--- src/hdl/assert_macros.svh ---
// Assertion helpers, included by the top-level projection unit.
// All checks sample on the rising edge of clk_i and are off while rst_ni is low.
`ifndef ASSERT_MACROS_SVH
`define ASSERT_MACROS_SVH
`ifndef SYNTHESIS
`define ASSERT_CHK(lbl, prop) \
  lbl: assert property (@(posedge clk_i) disable iff (!rst_ni) prop) \
    else $error("check failed");
`define ASSERT_NEVER(lbl, cond) \
  lbl: assert property (@(posedge clk_i) disable iff (!rst_ni) !(cond)) \
    else $error("forbidden condition seen");
`else
`define ASSERT_CHK(lbl, prop)
`define ASSERT_NEVER(lbl, cond)
`endif
`endif

--- src/hdl/cpp_pkg.sv ---
`default_nettype none
package cpp_pkg;

  // Number formats and screen geometry.
  localparam int FRAC_BITS     = 16;
  localparam int SCREEN_WIDTH  = 640;
  localparam int SCREEN_HEIGHT = 480;

  // Camera-space coordinate width: 33-bit difference plus rotation growth.
  localparam int CW = 36;
  // Rotation term width: signed Q(FRAC_BITS) in the range -1.0 .. 1.0.
  localparam int TW = FRAC_BITS + 2;
  localparam int PW = CW + TW;
  localparam int FW = 16;             // focal scale width
  localparam int NW = CW + FW;        // |coord| * focal_scale
  localparam int QW = 33;             // quotient bits, magnitude cap is 2^QW
  localparam int RW = CW + 1;         // divider remainder width
  localparam int OW = CW + QW - 8;    // overflow compare width
  localparam int VW = 38;             // signed sum of magnitude and half screen
  localparam int AW = 16;             // angle width
  localparam int DW = 32;             // config data width
  localparam int IW = 3;              // config index width
  localparam int QDEPTH = 4;          // queue between front and back
  localparam int QAW = 2;

  localparam logic signed [CW-1:0] NEAR_LIMIT = CW'(((1 << FRAC_BITS) + 5) / 10);
  localparam logic signed [VW-1:0] HALF_X = VW'(longint'(SCREEN_WIDTH) << (FRAC_BITS - 1));
  localparam logic signed [VW-1:0] HALF_Y = VW'(longint'(SCREEN_HEIGHT) << (FRAC_BITS - 1));
  localparam logic signed [VW-1:0] SAT_MAX = VW'(longint'(2147483647));
  localparam logic signed [VW-1:0] SAT_MIN = VW'(-(longint'(1) << 31));
  localparam logic signed [31:0] CLIP_VALUE = 32'(-(longint'(1) << FRAC_BITS));
  localparam logic signed [TW-1:0] TERM_ONE = TW'(longint'(1) << FRAC_BITS);

  // Quarter-wave sine polynomial coefficients, Q30.
  localparam logic [31:0] POLY_C1 = 32'd1686629713;
  localparam logic [31:0] POLY_C3 = 32'd688904866;
  localparam logic [31:0] POLY_C5 = 32'd76016977;
  localparam logic [AW-1:0] QUARTER_TURN = 16'h4000;

  localparam logic signed [31:0] CAM_POS_Z_RESET = -32'sd327680;
  localparam logic [FW-1:0] FOCAL_RESET = 16'd640;

  typedef enum logic [IW-1:0] {
    REG_CAM_POS_X   = 3'd0,
    REG_CAM_POS_Y   = 3'd1,
    REG_CAM_POS_Z   = 3'd2,
    REG_CAM_ANGLE_X = 3'd3,
    REG_CAM_ANGLE_Y = 3'd4,
    REG_CAM_ANGLE_Z = 3'd5,
    REG_FOCAL_SCALE = 3'd6
  } cfg_reg_e;

  typedef enum logic [1:0] {
    AXIS_X = 2'd0,
    AXIS_Y = 2'd1,
    AXIS_Z = 2'd2
  } axis_e;

  typedef enum logic [2:0] {
    TRIG_IDLE,
    TRIG_T2,
    TRIG_INNER,
    TRIG_MID,
    TRIG_SINE,
    TRIG_STORE
  } trig_state_e;

  typedef struct packed {
    logic signed [31:0] point_x;
    logic signed [31:0] point_y;
    logic signed [31:0] point_z;
  } in_item_t;

  typedef struct packed {
    logic signed [31:0] screen_x;
    logic signed [31:0] screen_y;
    logic               clipped;
  } out_item_t;

  typedef struct packed {
    logic signed [31:0] x;
    logic signed [31:0] y;
    logic signed [31:0] z;
  } cam_pos_t;

  typedef struct packed {
    logic signed [CW-1:0] x;
    logic signed [CW-1:0] y;
    logic signed [CW-1:0] z;
  } vec_t;

  typedef struct packed {
    logic signed [TW-1:0] cos_x;
    logic signed [TW-1:0] sin_x;
    logic signed [TW-1:0] cos_y;
    logic signed [TW-1:0] sin_y;
    logic signed [TW-1:0] cos_z;
    logic signed [TW-1:0] sin_z;
  } rot_terms_t;

  typedef struct packed {
    logic          we;
    axis_e         axis;
    logic [AW-1:0] value;
  } angle_wr_t;

endpackage
`default_nettype wire

--- src/hdl/cpp_front.sv ---
`default_nettype none
module cpp_front (
  input  logic              clk_i,
  input  logic              rst_ni,
  input  logic              push_i,
  input  cpp_pkg::in_item_t in_data_i,
  input  cpp_pkg::cam_pos_t cam_pos_i,
  input  logic              hold_i,
  output logic              full_o,
  input  logic              take_i,
  output logic              empty_o,
  output cpp_pkg::vec_t     head_o
);
  import cpp_pkg::*;

  vec_t             mem_q [QDEPTH];
  logic [QAW-1:0]   wr_ptr_q, rd_ptr_q;
  logic [QAW:0]     cnt_q;
  logic             accept, take;
  vec_t             diff;

  assign full_o  = (cnt_q == (QAW + 1)'(QDEPTH)) || hold_i;
  assign empty_o = (cnt_q == '0);
  assign accept  = push_i && !full_o;
  assign take    = take_i && !empty_o;
  assign head_o  = mem_q[rd_ptr_q];

  // Move the point into camera-relative coordinates.
  always_comb begin
    diff.x = CW'(in_data_i.point_x) - CW'(cam_pos_i.x);
    diff.y = CW'(in_data_i.point_y) - CW'(cam_pos_i.y);
    diff.z = CW'(in_data_i.point_z) - CW'(cam_pos_i.z);
  end

  always_ff @(posedge clk_i) begin
    if (accept) begin
      mem_q[wr_ptr_q] <= diff;
    end
  end

  // Queue pointers and fill level.
  always_ff @(posedge clk_i or negedge rst_ni) begin
    if (!rst_ni) begin
      wr_ptr_q <= '0;
      rd_ptr_q <= '0;
      cnt_q    <= '0;
    end else begin
      if (accept) wr_ptr_q <= wr_ptr_q + 1'b1;
      if (take)   rd_ptr_q <= rd_ptr_q + 1'b1;
      unique case ({accept, take})
        2'b10:   cnt_q <= cnt_q + 1'b1;
        2'b01:   cnt_q <= cnt_q - 1'b1;
        default: cnt_q <= cnt_q;
      endcase
    end
  end

endmodule
`default_nettype wire

--- config.mk ---
export PLATFORM = sky130hd
export DESIGN_NAME = cpp_front
export DESIGN_NICKNAME = d
export VERILOG_FILES = /design/src/hdl/assert_macros.svh /design/src/hdl/cpp_pkg.sv /design/src/hdl/cpp_front.sv
export SDC_FILE = /design/constraint.sdc
export NUM_CORES = 1
export LEC_CHECK = 0
export CAP_MARGIN = 5
export CORE_MARGIN = 1.5
export CORE_UTILIZATION = 25
export CTS_CLUSTER_DIAMETER = 50
export DETAILED_ROUTE_END_ITERATION = 10
export DONT_BUFFER_PORTS = 1
export GPL_TIMING_DRIVEN = 1
export HOLD_SLACK_MARGIN = 0.02
export PLACE_DENSITY = 0.36
export SYNTH_ARGS = -nofsm -noshare
export SYNTH_HDL_FRONTEND = slang
export SYNTH_SLANG_ARGS = --single-unit
--- constraint.sdc ---
create_clock -name clk_i -period 4.9 [get_ports clk_i]
set_clock_uncertainty 0.05 [all_clocks]
set_input_delay 0.98 -clock clk_i [delete_from_list [all_inputs] [get_ports clk_i]]
set_output_delay 0.98 -clock clk_i [all_outputs]
set_load 0.1 [all_outputs]
==> flow_summary.json <==
{
  "grt_max_degree": 62,
  "initial_utilization_pct": 25.32,
  "clock_latency_ns": 0.58,
  "ant_nets": 0,
  "crit_slowest_cell": "mux4_2",
  "crit_chain": "buf_12 > mux4_2",
  "layout_min_cycle_time_ns": 3.847,
  "clk_pin_slew_ns": 0.05,
  "antenna_cells": 0,
  "max-vdd-ir-drop_mv": 0.3025,
  "syn_nets": 1670,
  "totalWireLength_mm": 52.24,
  "vias": 11460,
  "io_pins": 307,
  "max_freq_mhz": 260.0,
  "start_kind": "register",
  "cts_sinks": 403,
  "ys_ff_latch": 403,
  "cap_violations": 0,
  "netlist_instances": 1368,
  "overflow": 0,
  "required_ns": 3.87,
  "rsz0062_at_grt": "no",
  "die_area_um2": 81830,
  "synth_common_cells": "edfxtp_1, inv_1, ha_1, mux4_2, a21oi_1",
  "timing.final.crit_share_pct": 78.51,
  "port_buffers": 0,
  "synth_flop_cell": "edfxtp_1",
  "die_w_um": 286.1,
  "drtIter0Drc": 682,
  "die_h_um": 286.1,
  "timing.rr.start": "cnt_q[0]",
  "power_density_nw_per_um2": 671.2,
  "max_stage_delay_ns": 0.86,
  "clock-root-buffer": "clkbuf_16",
  "synth_cell_type_count": 75,
  "rows": 103,
  "timing.rr.end": "mem_q[1][24]",
  "place_area_um2": 21430,
  "status": "complete, no violations",
  "crit_arrival_ns": 2.82,
  "power_mw": 15.61,
  "worstHoldStart": "cnt_q[2]",
  "fin_cells": 2496,
  "cts_made_buffers": 56,
  "ys_warn_count": 0,
  "routedWlPerCell_um": 20.93,
  "path_max_fanout": 48,
  "setup_tns_ns": 0,
  "dp.cells": 2395,
  "yosysSeqAreaShare_pct": 60.24,
  "gp_congestion": 0.7805,
  "nets": 1706,
  "setup_viol_count_final": 0,
  "reg2reg_depth": 4,
  "whs_path_depth": 1,
  "synthArstFlopShare_pct": 1.737,
  "endpoint_kind": "primary output",
  "first_pass_iters": 5,
  "syn_area_um2": 20030,
  "worstSetupPathType": "reg2out",
  "globalRouteTotalUtil_pct": 12.61,
  "final_cell_area_um2": 23250,
  "grt_pass1_wl_mm": 77.87,
  "r2r_slack_ns": 2.32,
  "postSynthAreaPerCell_um2": 14.64,
  "dp_hpwl_mm": 36.42,
  "hold_viol": 0,
  "core_area_um2": 79130,
  "cts_max_path_buffers": 3,
  "power_leakage_nw": 8.282,
  "slew_headroom_pct": 24.27,
  "yosys.cell_count.top_type": "edfxtp_1",
  "netlist.area_leader.share_pct": 59.36,
  "maxSlewViolCount": 0,
  "h-tree-depth": 2,
  "grt_antenna_before_repair": 1,
  "hold_path_class": "reg2reg",
  "drc_errors": 0,
  "cts_tree": "built",
  "area_growth_pct": 16.09,
  "synth.largest_area_cell": "edfxtp_1",
  "grt_pass1_vias": 12100,
  "synth_edf_count": 396,
  "drive_gt1_share_pct": 15.63,
  "worst_slew_pin_slew_ns": 1.140,
  "min_to": "cnt_q[2]",
  "routed_via_density": 4.591,
  "synthTopCellsByArea": "edfxtp_1, mux4_2, ha_1"
}
-- worst max-delay path by stage --
stage,from,end,slack (ns),cells past startpoint
after floorplan,hold_i,mem_q[1][0],0.75,2
after global placement,in_data_i[64],mem_q[0][106],1.03,11
after detailed placement,in_data_i[64],mem_q[3][100],0.89,11
after CTS,rd_ptr_q[0],head_o[12],0.88,2
after global routing,rd_ptr_q[0],head_o[41],0.87,2
final,rd_ptr_q[0],head_o[19],1.05,2
-- metal layers --
metal | part of all wire (%) | track usage [%] | vias up
li1 | - | - | 5344
met1 | 43 | 15.62 | 5790
met2 | 50 | 21.94 | 256
met3 | 4.9 | 2.855 | 70
met4 | 2.2 | 3.492 | 0
met5 | 0 | 0 | -
-- layout make-up --
type / count / area, µm²
Timing Repair Buffer: 19 / 250.2
Clock buffer: 65 / 1478
Inverter: 134 / 503.0
Clock inverter: 35 / 335.3
Sequential cell: 403 / 12070
Tap cell: 1050 / 1314
Fill cell: 7963 / 55870
Multi-Input combinational cell: 790 / 7301
-- timing repair --
action	in CTS	in global routing
setup buffers	0	0
hold buffers	1	0
hold endpoints to repair	7	0
setup endpoints to repair	0	0
resized for setup	0	0
-- worst max-delay path: cells and delay by family (launching register included) --
family   cells  cell delay [ns]
mux          1             0.86
flops        1             0.82
buf+inv      1             0.39
-- per-stage QoR --
| stage | hold slack (ns) | setup slack (ns) | util (%) |
|---|---|---|---|
| 2_1_floorplan | 0.4141 | 0.7539 | - |
| 5_1_grt | 0.4983 | 0.8674 | 29.39 |
| 3_5_place_dp | 0.4596 | 0.8926 | 27.08 |
| 6_report | 0.4738 | 1.053 | 29.39 |
| 4_1_cts | 0.4678 | 0.8785 | 29.39 |
| 3_3_place_gp | 0.4518 | 1.026 | 27.08 |
-- power by group --
group / total [mW] / leakage [nW] / switching, mW / internal (mW)
registers: 4.64 / 3.67 / 0.241 / 4.40
logic: 7.09 / 3.73 / 5.79 / 1.30
clock network: 3.88 / 0.875 / 1.50 / 2.38
total: 15.6 / 8.28 / 7.53 / 8.08
-- cell families after synthesis --
group / Yosys count / share of synthesized area, %
flip-flops: 403 / 60.24
AND/OR/NAND/NOR: 225 / 5.609
buffers and inverters: 175 / 3.479
adder cells (fa/ha/maj): 105 / 6.708
AO/OA/AOI/OAI: 272 / 8.938
multiplexers: 100 / 11.18
XOR/XNOR: 88 / 3.848
-- sequential cells by signal, indices dropped and copies added, names as in the netlist --
signal and flops:
cnt_q 3, mem_q 396, wr_ptr_q 2, rd_ptr_q 2
-- layout by cell type, fill, tap and decap left out, drive strengths merged, types with 9 or more instances in the layout --
| master | netlist | final |
|---|---|---|
| a31oi | 10 | 10 |
| a21o | 35 | 35 |
| nor3 | 15 | 15 |
| inv | 134 | 139 |
| clkinv | 0 | 22 |
| mux4 | 99 | 99 |
| ha | 101 | 101 |
| nand2 | 63 | 63 |
| nand2b | 20 | 20 |
| nand3 | 13 | 13 |
| o21ai | 51 | 51 |
| nor2 | 47 | 47 |
| buf | 22 | 17 |
| a211oi | 9 | 9 |
| and3 | 20 | 20 |
| nor2b | 13 | 13 |
| nand4 | 11 | 11 |
| o21a | 16 | 16 |
| xnor2 | 52 | 52 |
| edfxtp | 396 | 396 |
| a21oi | 94 | 94 |
| o211ai | 11 | 11 |
| clkbuf | 19 | 66 |
| xor2 | 36 | 36 |
No activity file was read; power rests on OpenSTA's default activity.
