**src/hdl/assert_macros.svh**
```systemverilog
// Assertion helpers, included by the top-level projection unit.
// All checks sample on the rising edge of clk_i and are off while rst_ni is low.
`ifndef ASSERT_MACROS_SVH
`define ASSERT_MACROS_SVH
`ifndef SYNTHESIS
`define ASSERT_CHK(lbl, prop) \
  lbl: assert property (@(posedge clk_i) disable iff (!rst_ni) prop) \
    else $error("check failed");
`define ASSERT_NEVER(lbl, cond) \
  lbl: assert property (@(posedge clk_i) disable iff (!rst_ni) !(cond)) \
    else $error("forbidden condition seen");
`else
`define ASSERT_CHK(lbl, prop)
`define ASSERT_NEVER(lbl, cond)
`endif
`endif

```
**src/hdl/cpp_pkg.sv**
```systemverilog
`default_nettype none
package cpp_pkg;

  // Number formats and screen geometry.
  localparam int FRAC_BITS     = 16;
  localparam int SCREEN_WIDTH  = 640;
  localparam int SCREEN_HEIGHT = 480;

  // Camera-space coordinate width: 33-bit difference plus rotation growth.
  localparam int CW = 36;
  // Rotation term width: signed Q(FRAC_BITS) in the range -1.0 .. 1.0.
  localparam int TW = FRAC_BITS + 2;
  localparam int PW = CW + TW;
  localparam int FW = 16;             // focal scale width
  localparam int NW = CW + FW;        // |coord| * focal_scale
  localparam int QW = 33;             // quotient bits, magnitude cap is 2^QW
  localparam int RW = CW + 1;         // divider remainder width
  localparam int OW = CW + QW - 8;    // overflow compare width
  localparam int VW = 38;             // signed sum of magnitude and half screen
  localparam int AW = 16;             // angle width
  localparam int DW = 32;             // config data width
  localparam int IW = 3;              // config index width
  localparam int QDEPTH = 4;          // queue between front and back
  localparam int QAW = 2;

  localparam logic signed [CW-1:0] NEAR_LIMIT = CW'(((1 << FRAC_BITS) + 5) / 10);
  localparam logic signed [VW-1:0] HALF_X = VW'(longint'(SCREEN_WIDTH) << (FRAC_BITS - 1));
  localparam logic signed [VW-1:0] HALF_Y = VW'(longint'(SCREEN_HEIGHT) << (FRAC_BITS - 1));
  localparam logic signed [VW-1:0] SAT_MAX = VW'(longint'(2147483647));
  localparam logic signed [VW-1:0] SAT_MIN = VW'(-(longint'(1) << 31));
  localparam logic signed [31:0] CLIP_VALUE = 32'(-(longint'(1) << FRAC_BITS));
  localparam logic signed [TW-1:0] TERM_ONE = TW'(longint'(1) << FRAC_BITS);

  // Quarter-wave sine polynomial coefficients, Q30.
  localparam logic [31:0] POLY_C1 = 32'd1686629713;
  localparam logic [31:0] POLY_C3 = 32'd688904866;
  localparam logic [31:0] POLY_C5 = 32'd76016977;
  localparam logic [AW-1:0] QUARTER_TURN = 16'h4000;

  localparam logic signed [31:0] CAM_POS_Z_RESET = -32'sd327680;
  localparam logic [FW-1:0] FOCAL_RESET = 16'd640;

  typedef enum logic [IW-1:0] {
    REG_CAM_POS_X   = 3'd0,
    REG_CAM_POS_Y   = 3'd1,
    REG_CAM_POS_Z   = 3'd2,
    REG_CAM_ANGLE_X = 3'd3,
    REG_CAM_ANGLE_Y = 3'd4,
    REG_CAM_ANGLE_Z = 3'd5,
    REG_FOCAL_SCALE = 3'd6
  } cfg_reg_e;

  typedef enum logic [1:0] {
    AXIS_X = 2'd0,
    AXIS_Y = 2'd1,
    AXIS_Z = 2'd2
  } axis_e;

  typedef enum logic [2:0] {
    TRIG_IDLE,
    TRIG_T2,
    TRIG_INNER,
    TRIG_MID,
    TRIG_SINE,
    TRIG_STORE
  } trig_state_e;

  typedef struct packed {
    logic signed [31:0] point_x;
    logic signed [31:0] point_y;
    logic signed [31:0] point_z;
  } in_item_t;

  typedef struct packed {
    logic signed [31:0] screen_x;
    logic signed [31:0] screen_y;
    logic               clipped;
  } out_item_t;

  typedef struct packed {
    logic signed [31:0] x;
    logic signed [31:0] y;
    logic signed [31:0] z;
  } cam_pos_t;

  typedef struct packed {
    logic signed [CW-1:0] x;
    logic signed [CW-1:0] y;
    logic signed [CW-1:0] z;
  } vec_t;

  typedef struct packed {
    logic signed [TW-1:0] cos_x;
    logic signed [TW-1:0] sin_x;
    logic signed [TW-1:0] cos_y;
    logic signed [TW-1:0] sin_y;
    logic signed [TW-1:0] cos_z;
    logic signed [TW-1:0] sin_z;
  } rot_terms_t;

  typedef struct packed {
    logic          we;
    axis_e         axis;
    logic [AW-1:0] value;
  } angle_wr_t;

endpackage
`default_nettype wire

```
**src/hdl/cpp_trig.sv**
```systemverilog
`default_nettype none
module cpp_trig (
  input  logic                clk_i,
  input  logic                rst_ni,
  input  cpp_pkg::angle_wr_t  angle_wr_i,
  output cpp_pkg::rot_terms_t terms_o,
  output logic                busy_o
);
  import cpp_pkg::*;

  localparam logic [32:0] ROUND_ADD = 33'(longint'(1) << (29 - FRAC_BITS));

  logic [AW-1:0] angle_q [3];
  logic [2:0]    pend_q, pend_d;
  trig_state_e   state_q, state_d;
  axis_e         axis_q, axis_d, sel_axis;
  logic          phase_q, phase_d;
  logic [AW-1:0] na_q, na_d, sel_na, ld_angle;
  logic [30:0]   t_q, t_d, t2_q, t2_d, ld_t;
  logic          neg_q, neg_d;
  logic [31:0]   acc_q, acc_d;
  rot_terms_t    terms_q, terms_d;
  logic [30:0]   mul_a;
  logic [31:0]   mul_b;
  logic [62:0]   prod;
  logic [31:0]   prod_s;
  logic [14:0]   ld_fold;
  logic [32:0]   rnd;
  logic [TW-1:0] term;

  // Shared multiplier; every product is taken back to Q30.
  assign prod   = 63'(mul_a) * 63'(mul_b);
  assign prod_s = prod[61:30];

  assign terms_o = terms_q;
  assign busy_o  = (state_q != TRIG_IDLE) || (|pend_q);

  // Latest angle of each axis.
  always_ff @(posedge clk_i or negedge rst_ni) begin
    if (!rst_ni) begin
      angle_q[0] <= '0;
      angle_q[1] <= '0;
      angle_q[2] <= '0;
    end else if (angle_wr_i.we) begin
      angle_q[angle_wr_i.axis] <= angle_wr_i.value;
    end
  end

  always_ff @(posedge clk_i or negedge rst_ni) begin
    if (!rst_ni) begin
      state_q <= TRIG_IDLE;
      pend_q  <= '0;
      terms_q <= '{cos_x: TERM_ONE, sin_x: '0, cos_y: TERM_ONE, sin_y: '0,
                   cos_z: TERM_ONE, sin_z: '0};
    end else begin
      state_q <= state_d;
      pend_q  <= pend_d;
      terms_q <= terms_d;
    end
  end

  always_ff @(posedge clk_i) begin
    axis_q  <= axis_d;
    phase_q <= phase_d;
    na_q    <= na_d;
    t_q     <= t_d;
    neg_q   <= neg_d;
    t2_q    <= t2_d;
    acc_q   <= acc_d;
  end

  // Sequencer: cosine then sine of the negated angle, one product per cycle.
  always_comb begin
    state_d = state_q;
    pend_d  = pend_q;
    axis_d  = axis_q;
    phase_d = phase_q;
    na_d    = na_q;
    t_d     = t_q;
    neg_d   = neg_q;
    t2_d    = t2_q;
    acc_d   = acc_q;
    terms_d = terms_q;
    mul_a   = '0;
    mul_b   = '0;
    rnd     = '0;
    term    = '0;

    priority if (pend_q[0]) begin
      sel_axis = AXIS_X;
    end else if (pend_q[1]) begin
      sel_axis = AXIS_Y;
    end else begin
      sel_axis = AXIS_Z;
    end
    sel_na = AW'(0) - angle_q[sel_axis];

    // Fold the angle into the first quadrant; the upper bit gives the sign.
    ld_angle = (state_q == TRIG_IDLE) ? (sel_na + QUARTER_TURN) : na_q;
    ld_fold  = ld_angle[14] ? (15'd16384 - {1'b0, ld_angle[13:0]})
                            : {1'b0, ld_angle[13:0]};
    ld_t     = {ld_fold, 16'b0};

    unique case (state_q)
      TRIG_IDLE: begin
        if (|pend_q) begin
          na_d             = sel_na;
          axis_d           = sel_axis;
          phase_d          = 1'b0;
          pend_d[sel_axis] = 1'b0;
          t_d              = ld_t;
          neg_d            = ld_angle[15];
          state_d          = TRIG_T2;
        end
      end
      TRIG_T2: begin
        mul_a   = t_q;
        mul_b   = {1'b0, t_q};
        t2_d    = prod_s[30:0];
        state_d = TRIG_INNER;
      end
      TRIG_INNER: begin
        mul_a   = t2_q;
        mul_b   = POLY_C5;
        acc_d   = POLY_C3 - prod_s;
        state_d = TRIG_MID;
      end
      TRIG_MID: begin
        mul_a   = t2_q;
        mul_b   = acc_q;
        acc_d   = POLY_C1 - prod_s;
        state_d = TRIG_SINE;
      end
      TRIG_SINE: begin
        mul_a   = t_q;
        mul_b   = acc_q;
        acc_d   = prod_s;
        state_d = TRIG_STORE;
      end
      TRIG_STORE: begin
        rnd  = ({1'b0, acc_q} + ROUND_ADD) >> (30 - FRAC_BITS);
        term = neg_q ? (TW'(0) - rnd[TW-1:0]) : rnd[TW-1:0];
        unique case (axis_q)
          AXIS_X: begin
            if (phase_q) terms_d.sin_x = term;
            else         terms_d.cos_x = term;
          end
          AXIS_Y: begin
            if (phase_q) terms_d.sin_y = term;
            else         terms_d.cos_y = term;
          end
          AXIS_Z: begin
            if (phase_q) terms_d.sin_z = term;
            else         terms_d.cos_z = term;
          end
          default: ;
        endcase
        if (!phase_q) begin
          phase_d = 1'b1;
          t_d     = ld_t;
          neg_d   = ld_angle[15];
          state_d = TRIG_T2;
        end else begin
          state_d = TRIG_IDLE;
        end
      end
      default: state_d = TRIG_IDLE;
    endcase

    // A new angle write always queues a recompute of its axis.
    if (angle_wr_i.we) begin
      pend_d[angle_wr_i.axis] = 1'b1;
    end
  end

endmodule
`default_nettype wire

```
**config.mk**
```make
export PLATFORM = sky130hd
export DESIGN_NAME = cpp_trig
export DESIGN_NICKNAME = d
export VERILOG_FILES = /design/src/hdl/assert_macros.svh /design/src/hdl/cpp_pkg.sv /design/src/hdl/cpp_trig.sv
export SDC_FILE = /design/constraint.sdc
export NUM_CORES = 2
export LEC_CHECK = 0
export BUFFER_PORTS_ARGS = -buffer_cell sky130_fd_sc_hd__clkbuf_2
export CORE_ASPECT_RATIO = 0.8
export CORE_MARGIN = 4
export CORE_UTILIZATION = 30
export DETAILED_ROUTE_END_ITERATION = 12
export SYNTH_ARGS = -nofsm -noshare
export SYNTH_HDL_FRONTEND = slang
export SYNTH_SLANG_ARGS = --single-unit
```
**constraint.sdc**
```tcl
create_clock -name clk_i -period 14.9 [get_ports clk_i]
set_input_delay 3.725 -clock clk_i [delete_from_list [all_inputs] [get_ports clk_i]]
set_output_delay 3.725 -clock clk_i [all_outputs]
set_load 0.01 [all_outputs]
```
==> flow_summary.ini <==
[synthesis]
synth_compound_area_frac = 0.0707
synth_top_area_frac = 0.393
synthAdderAreaFrac = 0.466
synthMuxAreaShare = 0.0370
synthArstFlopShare = 0.623
ys_ff_latch = 260
synthXorXnorAreaFrac = 0.0239
synth_warnings = 0
ys_seq_area_frac = 0.159
synth_edf_count = 98
ys.flop_type = dfrtp_1
synth_area_sq_um = 44000
synth_top_family_by_area = adder cells
syn_area_per_cell_sq_um = 9.16
synth_nets = 5937
synth_area_leader_cell = fa_1
synthSimpleGateAreaFrac = 0.150
ys_top_cells_by_area = fa_1 39%, dfrtp_1 9.0%, inv_1 7.3%, ha_1 7.2%, nand2_1 6.8%
ys_types = 87
syn_inst = 4798

[cts]
worstSkewPairLatency_ps = 550
cts_tree = built
hold_buffers = 0
cts-root-buf = clkbuf_16
cts_resized = 0
cts.sinks = 260
clk_path_buf_depth = 3
numCtsBuffers = 26
cts_setup_buffers = 0
clk_pin_slew_worst_paths_ps = 70
h-tree-depth = 1

[sta]
post-route-period-util = 0.893
final.setup.tns_ps = 0
setup_viol_count_final = 0
clock_skew_ps = 16.3
hold_viol_final = 0
period_minus_slack_ps = 13300
rsz0062_at_grt = false
drv_slew = 0
fmax_mhz = 75.2
worst_slew_pin_slew_ps = 1370
maxSlewHeadroom = 0.0836

[cells_and_area]
fin_nets = 5948
area_delta_synth_final_pct = 8.80
final_cell_mix = 864 x fa_1, 851 x inv_1, 796 x nand2_1, 547 x nor2_1, 254 x ha_1
n_fill_cell = 15066
mostFrequentLayoutCell = fa_1
layout-drive-gt1-share = 0.0913

[floorplan]
die_h_microns = 350
initial_core_util = 0.302
die_area_sq_um = 153000
fp.dieW_microns = 436
core_area_sq_um = 145000
io_pins = 130
row_count = 125

[global_route]
grt_usage = 0.196
grt_max_degree = 71
overflow = 0
antenna_found_initial = 3
grt_pass1_vias = 35559
grt_pass1_wl_mm = 228

[critical_path]
cp_slowest_cell = dfrtp_1
crit_top_cell = fa_1
crit_family = adder cells
crit_buf_inv = 8
crit_fanout = 30
critPathMaxStageDelay_ps = 810
cp-end-kind = flip-flop
start_kind = flip-flop
cp.required_ps = 15180
crit_type = flip-flop to flip-flop
worstPathArrival_ps = 13590

[route]
first_pass_iters = 6
wl_per_cell_microns = 22.4
drtIter0Drc = 3511
viasPerCell = 5.16
drc = 0
antenna_left = 0
drt_wl_total_mm = 151
num_vias = 34807

[placed_design]
port-buffer-count = 129
dpl.hpwl_mm = 121
routabilityCongestion = 0.999

[flow_run]
maxCapViolCount = 0

[worst_hold_path]
hold_path.class = flip-flop to flip-flop

[outcome]
status = finished clean
through the flow:
step | util | hold slack [ps] | cells | setup slack, ps | area, sq um
3_3_place_gp | 0.322 | 458 | 6685 | 2260 | 46900
4_1_cts | 0.329 | 478 | 6733 | 1930 | 47800
2_1_floorplan | - | 446 | 4798 | 4190 | 44000
6_report | 0.329 | 478 | 6741 | 1600 | 47800
3_5_place_dp | 0.322 | 462 | 6685 | 1980 | 46900
5_1_grt | 0.329 | 506 | 6734 | 969 | 47800
flip-flops by register name, indices dropped and copies added (netlist names):
| register | cells |
|---|---|
| terms_o | 108 |
| angle_q | 48 |
| acc_q | 32 |
| t2_q | 31 |
| na_q | 16 |
| t_q | 15 |
| pend_q | 3 |
| state_q | 3 |
| axis_q | 2 |
| neg_q | 1 |
| phase_q | 1 |
layout make-up:
type / instances / area, sq um / area share
Inverter: 854 / 3210 / 0.0670
Multi-Input combinational cell: 3444 / 33000 / 0.689
Clock buffer: 34 / 785 / 0.0164
Tap cell: 1905 / 2380 / 0.0498
Antenna cell: 7 / 17.5 / 0.000366
Timing Repair Buffer: 223 / 1360 / 0.0284
Clock inverter: 14 / 144 / 0.00301
Sequential cell: 260 / 7000 / 0.146
layer usage:
layer,wire [microns],vias up,part of all wire,global-route usage
met5,29,-,0.00019,0
met3,18300,266,0.12,0.0621
met2,63200,1807,0.42,0.287
met1,65100,17880,0.43,0.280
met4,4250,6,0.028,0.0474
li1,-,14848,-,-
kinds of logic (layout without fill, tap and decap cells):
family                     after synthesis  count (layout)
AOI/OAI and AO/OA                      459             459
xor gates and xnor gates               120             120
adders and majority gates             1118            1118
buffers and inverters                 1094            1125
DFF                                    260             260
muxes                                  148             148
other                                    0               7
and+or+nand+nor                       1599            1599
cell usage after synthesis, drive strengths merged (42+ instances only):
master,count
clkbuf,215
fa,864
a21oi,112
xor2,42
o21ai,101
inv,854
nor2,549
mux2,116
ha,254
nand2,799
edfxtp,98
nand3,50
xnor2,78
dfrtp,159
final timing paths:
check / end / cells after the start / startpoint / slack [ps]
max: acc_q[31] / 35 / state_q[2] / 1600
min: terms_o[0] / 2 / terms_o[0] / 480
max reg2reg: acc_q[31] / 35 / state_q[2] / 1600
min reg2reg: terms_o[0] / 2 / terms_o[0] / 480
max in group asynchronous: terms_o[54] / 3 / rst_ni / 9940
min in group asynchronous: angle_q[9] / 1 / rst_ni / 3100
worst reg2reg max path: cells and delay by family, from the launching register on:
family | cells | cell delay, ps
XOR/XNOR | 1 | 80
AO/OA/AOI/OAI | 9 | 3510
flip-flops | 1 | 810
AND/OR/NAND/NOR | 7 | 1560
buffers and inverters | 8 | 2310
adder cells (fa/ha/maj) | 10 | 4790
Power is left out: the tool's default activity adds up to more than one toggle a clock period on the data nets, which glitch-free logic cannot reach.
